`src/design/bwu_pkg.sv`:
```
// Package for the breakpoint/watchpoint unit: item kinds, field widths,
// default parameters and the structs passed between the submodules. No dependencies.
`timescale 1ns / 1ps

package bwu_pkg;

  localparam int KIND_W       = 3;
  localparam int ADDR_W       = 12;
  localparam int ENTRIES_W    = 5;
  localparam int S_TDATA_W    = 16;
  localparam int M_TDATA_W    = 16;

  localparam int DEF_ENTRIES   = 16;
  localparam int DEF_ADDR_BITS = 12;

  localparam logic [KIND_W-1:0] KIND_TOG_CODE = 3'd0;
  localparam logic [KIND_W-1:0] KIND_TOG_MEM  = 3'd1;
  localparam logic [KIND_W-1:0] KIND_CLEAR    = 3'd2;
  localparam logic [KIND_W-1:0] KIND_FETCH    = 3'd3;
  localparam logic [KIND_W-1:0] KIND_DATA     = 3'd4;
  localparam logic [KIND_W-1:0] KIND_RUNSTOP  = 3'd5;
  localparam logic [KIND_W-1:0] KIND_STEP     = 3'd6;
  localparam logic [KIND_W-1:0] KIND_RELOAD   = 3'd7;

  typedef struct packed {
    logic hit;
    logic present;
    logic full;
  } tbl_res_t;

  typedef struct packed {
    logic execute;
    logic halted;
  } ctrl_res_t;

endpackage

```
`src/design/bwu_table.sv`:
```
// Breakpoint table: entry storage, parallel address compare, lowest free slot
// search and the valid-entry count. Depends on bwu_pkg.
`timescale 1ns / 1ps

module bwu_table #(
  parameter int ENTRIES   = bwu_pkg::DEF_ENTRIES,
  parameter int ADDR_BITS = bwu_pkg::DEF_ADDR_BITS
) (
  input  logic                           clk,
  input  logic                           rst,
  input  logic                           en,
  input  logic [bwu_pkg::KIND_W-1:0]     kind,
  input  logic [ADDR_BITS-1:0]           addr,
  output bwu_pkg::tbl_res_t              res,
  output logic [bwu_pkg::ENTRIES_W-1:0]  entries
);

  localparam int CW = $clog2(ENTRIES + 1);
  localparam int EW = (CW > bwu_pkg::ENTRIES_W) ? CW : bwu_pkg::ENTRIES_W;

  logic [ADDR_BITS-1:0] entry_address [ENTRIES];
  logic                 entry_is_memory [ENTRIES];
  logic [ENTRIES-1:0]   valid;
  logic [ENTRIES-1:0]   valid_next;
  logic [CW-1:0]        count;
  logic [CW-1:0]        count_next;

  logic [ENTRIES-1:0]   match_vec;
  logic [ENTRIES-1:0]   free_vec;
  logic [ENTRIES-1:0]   slot_oh;
  logic                 is_mem;
  logic                 toggle;
  logic                 hit;
  logic                 full;
  logic                 insert;
  logic [EW-1:0]        count_ext;

  assign is_mem = (kind == bwu_pkg::KIND_TOG_MEM) || (kind == bwu_pkg::KIND_DATA);
  assign toggle = (kind == bwu_pkg::KIND_TOG_CODE) || (kind == bwu_pkg::KIND_TOG_MEM);

  always_comb begin
    for (int i = 0; i < ENTRIES; i++) begin
      match_vec[i] = valid[i] && (entry_address[i] == addr) && (entry_is_memory[i] == is_mem);
    end
  end

  assign hit      = |match_vec;
  assign free_vec = ~valid;
  assign slot_oh  = free_vec & (~free_vec + {{(ENTRIES-1){1'b0}}, 1'b1});
  assign full     = ~|free_vec;
  assign insert   = toggle && !hit && !full;

  always_comb begin
    valid_next = valid;
    count_next = count;
    if (toggle) begin
      if (hit) begin
        valid_next = valid & ~match_vec;
        count_next = count - CW'(1);
      end else if (!full) begin
        valid_next = valid | slot_oh;
        count_next = count + CW'(1);
      end
    end else if (kind == bwu_pkg::KIND_CLEAR) begin
      valid_next = '0;
      count_next = '0;
    end
  end

  always_ff @(posedge clk) begin
    if (rst) begin
      valid <= '0;
      count <= '0;
    end else if (en) begin
      valid <= valid_next;
      count <= count_next;
    end
  end

  always_ff @(posedge clk) begin
    for (int i = 0; i < ENTRIES; i++) begin
      if (en && insert && slot_oh[i]) begin
        entry_address[i]   <= addr;
        entry_is_memory[i] <= is_mem;
      end
    end
  end

  assign count_ext   = EW'(count_next);
  assign entries     = count_ext[bwu_pkg::ENTRIES_W-1:0];
  assign res.hit     = hit;
  assign res.present = insert;
  assign res.full    = toggle && !hit && full;

endmodule

```
`src/design/bwu_ctrl.sv`:
```
// Run control: pause flag, pending single step and last-break marker.
// Depends on bwu_pkg.
`timescale 1ns / 1ps

module bwu_ctrl #(
  parameter int ADDR_BITS = bwu_pkg::DEF_ADDR_BITS
) (
  input  logic                       clk,
  input  logic                       rst,
  input  logic                       en,
  input  logic [bwu_pkg::KIND_W-1:0] kind,
  input  logic [ADDR_BITS-1:0]       addr,
  input  logic                       hit,
  output bwu_pkg::ctrl_res_t         res
);

  logic                 paused;
  logic                 paused_next;
  logic                 step_pending;
  logic                 step_pending_next;
  logic [ADDR_BITS-1:0] last_break_address;
  logic [ADDR_BITS-1:0] last_break_address_next;
  logic                 last_break_valid;
  logic                 last_break_valid_next;
  logic                 execute;

  always_comb begin
    paused_next             = paused;
    step_pending_next       = step_pending;
    last_break_address_next = last_break_address;
    last_break_valid_next   = last_break_valid;
    execute                 = 1'b0;
    case (kind)
      bwu_pkg::KIND_FETCH: begin
        // a code breakpoint does not pause again at the marked address until a step or reload clears the marker
        if (hit && !(last_break_valid && (last_break_address == addr))) begin
          paused_next             = 1'b1;
          step_pending_next       = 1'b0;
          last_break_address_next = addr;
          last_break_valid_next   = 1'b1;
        end
        if (!paused_next) begin
          execute = 1'b1;
        end else if (step_pending_next) begin
          execute               = 1'b1;
          step_pending_next     = 1'b0;
          last_break_valid_next = 1'b0;
        end
      end
      bwu_pkg::KIND_DATA: begin
        if (hit) begin
          paused_next       = 1'b1;
          step_pending_next = 1'b0;
        end
      end
      bwu_pkg::KIND_RUNSTOP: begin
        paused_next = ~paused;
      end
      bwu_pkg::KIND_STEP: begin
        paused_next       = 1'b1;
        step_pending_next = 1'b1;
      end
      bwu_pkg::KIND_RELOAD: begin
        paused_next           = 1'b1;
        step_pending_next     = 1'b0;
        last_break_valid_next = 1'b0;
      end
      default: begin
      end
    endcase
  end

  always_ff @(posedge clk) begin
    if (rst) begin
      paused             <= 1'b0;
      step_pending       <= 1'b0;
      last_break_address <= '0;
      last_break_valid   <= 1'b0;
    end else if (en) begin
      paused             <= paused_next;
      step_pending       <= step_pending_next;
      last_break_address <= last_break_address_next;
      last_break_valid   <= last_break_valid_next;
    end
  end

  assign res.execute = execute;
  assign res.halted  = paused_next;

endmodule

```
`src/design/breakpoint_watchpoint_unit.sv`:
```
// Top level of the debug breakpoint/watchpoint unit: input register, table
// and run control, result register. Depends on bwu_pkg, bwu_table, bwu_ctrl.
//
//   channel  dir  tdata (low bit up)                                 tuser
//   s_axis   in   addr[11:0], zero[15:12]                             kind[2:0]
//   m_axis   out  execute, halted, hit, present, full_res, entries[4:0], zero
//
// One beat per cycle sustained while m_axis accepts; each beat passes the input
// register, one compare pass and then the result register before it is on m_axis.
// rst is synchronous: the table empties, the core runs, no step and no marker.
// A stall on m_axis holds the result register; s_tready then drops once the
// input register is also occupied.
`timescale 1ns / 1ps

module breakpoint_watchpoint_unit #(
  parameter int ENTRIES   = bwu_pkg::DEF_ENTRIES,
  parameter int ADDR_BITS = bwu_pkg::DEF_ADDR_BITS
) (
  input  logic                            clk,
  input  logic                            rst,
  input  logic                            s_tvalid,
  output logic                            s_tready,
  input  logic [bwu_pkg::S_TDATA_W-1:0]   s_tdata,  // addr[11:0], zero pad
  input  logic [bwu_pkg::KIND_W-1:0]      s_tuser,  // kind[2:0]
  output logic                            m_tvalid,
  input  logic                            m_tready,
  output logic [bwu_pkg::M_TDATA_W-1:0]   m_tdata   // execute, halted, hit, present,
                                                     // full_res, entries[4:0], zero pad
);

  logic                            in_valid;
  logic [bwu_pkg::KIND_W-1:0]      in_kind;
  logic [bwu_pkg::ADDR_W-1:0]      in_addr;
  logic [ADDR_BITS-1:0]            a;
  logic                            advance;

  bwu_pkg::tbl_res_t               tbl_res;
  bwu_pkg::ctrl_res_t              ctrl_res;
  logic [bwu_pkg::ENTRIES_W-1:0]   entries;
  logic                            is_hit_kind;
  logic                            is_toggle;

  logic                            out_valid;
  logic [bwu_pkg::M_TDATA_W-1:0]   out_data;
  logic [bwu_pkg::M_TDATA_W-1:0]   out_data_next;

  assign advance  = in_valid && (!out_valid || m_tready);
  assign s_tready = !in_valid || advance;

  always_ff @(posedge clk) begin
    if (rst) begin
      in_valid <= 1'b0;
    end else if (s_tready) begin
      in_valid <= s_tvalid;
    end
  end

  always_ff @(posedge clk) begin
    if (s_tready && s_tvalid) begin
      in_kind <= s_tuser;
      in_addr <= s_tdata[bwu_pkg::ADDR_W-1:0];
    end
  end

  assign a = ADDR_BITS'(in_addr);

  bwu_table #(
    .ENTRIES   (ENTRIES),
    .ADDR_BITS (ADDR_BITS)
  ) u_table (
    .clk     (clk),
    .rst     (rst),
    .en      (advance),
    .kind    (in_kind),
    .addr    (a),
    .res     (tbl_res),
    .entries (entries)
  );

  bwu_ctrl #(
    .ADDR_BITS (ADDR_BITS)
  ) u_ctrl (
    .clk  (clk),
    .rst  (rst),
    .en   (advance),
    .kind (in_kind),
    .addr (a),
    .hit  (tbl_res.hit),
    .res  (ctrl_res)
  );

  assign is_toggle   = (in_kind == bwu_pkg::KIND_TOG_CODE) ||
                       (in_kind == bwu_pkg::KIND_TOG_MEM);
  assign is_hit_kind = is_toggle || (in_kind == bwu_pkg::KIND_FETCH) ||
                       (in_kind == bwu_pkg::KIND_DATA);

  always_comb begin
    out_data_next      = '0;
    out_data_next[0]   = ctrl_res.execute;
    out_data_next[1]   = ctrl_res.halted;
    out_data_next[2]   = tbl_res.hit && is_hit_kind;
    out_data_next[3]   = tbl_res.present;
    out_data_next[4]   = tbl_res.full;
    out_data_next[9:5] = entries;
  end

  always_ff @(posedge clk) begin
    if (rst) begin
      out_valid <= 1'b0;
    end else if (advance) begin
      out_valid <= 1'b1;
    end else if (m_tready) begin
      out_valid <= 1'b0;
    end
  end

  always_ff @(posedge clk) begin
    if (advance) begin
      out_data <= out_data_next;
    end
  end

  assign m_tvalid = out_valid;
  assign m_tdata  = out_data;

endmodule

```
`config.mk`:
```
export PLATFORM = sky130hd
export DESIGN_NAME = breakpoint_watchpoint_unit
export DESIGN_NICKNAME = d
export VERILOG_FILES = /design/src/design/bwu_pkg.sv /design/src/design/bwu_table.sv /design/src/design/bwu_ctrl.sv /design/src/design/breakpoint_watchpoint_unit.sv
export SDC_FILE = /design/constraint.sdc
export NUM_CORES = 1
export LEC_CHECK = 0
export BUFFER_PORTS_ARGS = -buffer_cell sky130_fd_sc_hd__buf_2
export CORE_MARGIN = 1.5
export CORE_UTILIZATION = 55
export CTS_CLUSTER_SIZE = 10
export DETAILED_ROUTE_END_ITERATION = 10
export PLACE_DENSITY_LB_ADDON = 0.05
export SLEW_MARGIN = 20
export SYNTH_ARGS = -nofsm -noshare
export SYNTH_HDL_FRONTEND = slang
export SYNTH_HIERARCHICAL = 1
export SYNTH_SLANG_ARGS = --single-unit
```
`constraint.sdc`:
```
create_clock -name clk -period 5.52 [get_ports clk]
set_input_delay 0.276 -clock clk [delete_from_list [all_inputs] [get_ports clk]]
set_output_delay 0.276 -clock clk [all_outputs]
set_load 0.02 [all_outputs]
```
==> results.sh <==
export IMPL_rr_endpoint="u_table/entry_address[1][51]"
export IMPL_routed_via_density=5.69
export IMPL_clockRootBuffer="clkbuf_16"
export IMPL_post_route_drc_count=0
export IMPL_min_path_type="in -> reg"
export IMPL_die_x_um=152
export IMPL_slowest_stage="edfxtp_1"
export IMPL_drive_above_1_share_pct=12.7
export IMPL_powerDensity_nw_per_um2=318
export IMPL_worst_clock_skew_ps=11.1
export IMPL_r2r_slack_ps=820
export IMPL_cts_resized_gates=0
export IMPL_antenna_cells=0
export IMPL_power_frac_seq_pct=51.5
export IMPL_antenna_found_initial=0
export IMPL_fmax_mhz=213
export IMPL_cpPeakStageDelay_ps=780
export IMPL_grt_overflow=0
export IMPL_path_cells="xnor2_1 > or2_1 > inv_2 > a2111oi_1 > o2111ai_4 > or3_1 > nor3_1 > buf_4"
export IMPL_finalHoldViolations=0
export IMPL_final_common_cell="edfxtp_1"
export IMPL_tightest_slew_ps=901
export IMPL_synthFlopType="edfxtp_1"
export IMPL_ios=41
export IMPL_synth_edff_count=233
export IMPL_timing_setup_tns_ps=0
export IMPL_numClockSinks=271
export IMPL_h_tree_depth=1
export IMPL_crit_arrival_ps=4940
export IMPL_slew_violations=0
export IMPL_drt_iter0_drc=786
export IMPL_grt_max_degree=54
export IMPL_max_vdd_ir_drop_mv=0.265
export IMPL_worstSetupPathType="reg -> reg"
export IMPL_power_mw=4.41
export IMPL_grt_setup_unrepaired="no"
export IMPL_final_cells=1291
export IMPL_pwr_share_clk_pct=41.9
export IMPL_sw_frac_of_total_pct=21.5
export IMPL_die_y_um=152
export IMPL_cts_tree="yes"
export IMPL_synth_top_area_share_pct=57.2
export IMPL_cp_data_required_time_ps=5760
export IMPL_initial_utilization_pct=56.1
export IMPL_regArea_sq_um=7760
export IMPL_worstPathMaxFanout=27
export IMPL_dp_slack_ps=887
export IMPL_min_from="m_tready"
export IMPL_routedWlPerCell_um=19.9
export IMPL_power_leakage_nw=4.33
export IMPL_num_rows=54
export IMPL_switching_power_mw=0.950
export IMPL_min_period_ps=4700
export IMPL_yosysUniqueCellTypes=70
export IMPL_ys_async_sr_fraction_pct=0
export IMPL_clockBufferDepth=3
export IMPL_min_to="m_tvalid"
export IMPL_synth_avg_cell_area_sq_um=13.4
export IMPL_ys_ff_latch=271
export IMPL_placedCellCount=1217
export IMPL_worst_setup_path_end_kind="flop"
export IMPL_core_area_sq_um=21800
export IMPL_slew_headroom_pct=39.9
export IMPL_clkLatencyLatePin_ps=540
export IMPL_netlist_area_sq_um=12200
export IMPL_layout_common_cells="233 x edfxtp_1, 209 x xnor2_1, 46 x buf_4"
export IMPL_nets=1011
export IMPL_startpoint_type="flop"
export IMPL_place_gp_congestion=0.803
export IMPL_io_buffers=30
export IMPL_routed_wl_um=25700
export IMPL_vias=7340
export IMPL_grt_total_usage_pct=22.5
export IMPL_synth_area_leaders="edfxtp_1 57%, xnor2_1 15%, dfxtp_1 6.2%"
export IMPL_final_util_pct=63.5
export IMPL_setup_viol_count_final=0
export IMPL_period_share_pct=85.2
export IMPL_synth_top_area_cell="edfxtp_1"
export IMPL_worstHoldPathCells=3
export IMPL_syn_instance_count=913
export IMPL_fillers=1651
export IMPL_die_area_sq_um=23100
export IMPL_first_global_vias=7325
export IMPL_cts_buffers=31
export IMPL_grt_pass1_wl_um=40900
export IMPL_drtAntennaViolNets=0
export IMPL_comb_power_share_pct=6.5
export IMPL_areaGrowthSynthToFinish_pct=13.3
export IMPL_ys_seq_area_share_pct=63.4
export IMPL_clk_pin_slew_ps=50
export IMPL_reg2reg_from="in_kind[2]"
export IMPL_critPathLaunch="in_kind[2]"
export IMPL_run_status="complete, no violations"
export IMPL_p_int_mw=3.46
export IMPL_dp_hpwl_um=16700
export IMPL_multiInputGateArea_sq_um=4110
export IMPL_reg2regPathDepth=8
export IMPL_maxCapViolCount=0
export IMPL_fin_ws_ps=818
export IMPL_dr_pass1_iters=5
export IMPL_yosys_warnings=6
-- stage by stage --
| step | area [sq um] | hold slack (ps) |
|---|---|---|
| floorplan | 12300 | 338 |
| global placement | 12800 | 453 |
| detailed placement | 12800 | 454 |
| CTS | 13900 | 26.0 |
| global route | 13900 | 42.2 |
| finish | 13900 | 43.9 |
-- Yosys cell counts (all sizes together) (4+ instances only) --
cell type,instances
edfxtp,233
or3,5
a22oi,7
xnor2,209
inv,16
mux2i,20
clkbuf,14
dfxtp,38
o21ai,13
o22ai,5
nor4,21
nand3,28
nor2,30
and3,5
or4,4
nor3,23
a31oi,8
nand2b,24
a21oi,21
or2,4
nand2,43
xor2,12
buf,43
nand4,40
nor2b,4
-- cell families after synthesis --
logic type / share of synthesized area [%]
compound gates: 4.71
xor+xnor: 15.8
fa+ha+maj: 0.205
buf+inv: 3.22
flops: 63.4
mux: 1.64
other cells: 0.0307
simple gates: 11.0
-- final cells by class --
cell class                 count  share of cell area (%)
clock buffer                  57                    6.60
clock inverter                 1                  0.0632
inverter                      16                   0.433
multi-input combinational    574                    29.7
sequential                   271                    56.0
tap                          280                    2.53
timing repair buffer          92                    4.73
-- routing by layer --
metal	wire, um	track usage (%)
met5	0	0
met1	11600	32.7
met4	378	4.62
met2	12400	36.6
met3	1310	2.90
-- critical path: cells and delay by family, from the launching register on --
| family | cells | cell delay (ps) |
|---|---|---|
| AO/OA/AOI/OAI | 2 | 1160 |
| XOR/XNOR | 1 | 180 |
| buffers and inverters | 2 | 670 |
| flip-flops | 1 | 780 |
| AND/OR/NAND/NOR | 3 | 1570 |
-- worst max path at each step --
stage	to	slack [ps]	cells after the start
detailed placement	u_table/entry_address[0][1]	890	10
global route	u_table/entry_address[0][55]	530	8
finish	u_table/entry_address[1][51]	820	8
global placement	u_table/entry_address[0][1]	1000	8
floorplan	u_table/entry_address[1][72]	1220	10
CTS	u_table/entry_address[0][10]	890	8
-- registers in the layout, summed over array words and instances, names as in the netlist --
signal / count
u_ctrl/paused: 1
a: 12
u_table/count: 5
in_kind: 3
u_ctrl/last_break_valid: 1
in_valid: 1
u_table/entry_is_memory: 16
u_ctrl/last_break_address: 12
u_ctrl/step_pending: 1
m_tdata: 10
m_tvalid: 1
u_table/valid: 16
u_table/entry_address: 192
-- power groups by stage --
stage          registers, mW  clock network (mW)  logic (mW)
2_1_floorplan           2.31                   0       0.203
3_3_place_gp            2.32                   0       0.274
3_5_place_dp            2.32                   0       0.282
4_1_cts                 2.27                1.89       0.291
5_1_grt                 2.28                1.97       0.316
6_report                2.27                1.85       0.289
-- repair_timing --
item	in CTS	in global routing
hold endpoints to repair	16	0
setup buffers	0	0
hold buffers	16	0
Power figures use the tool's default switching activity.
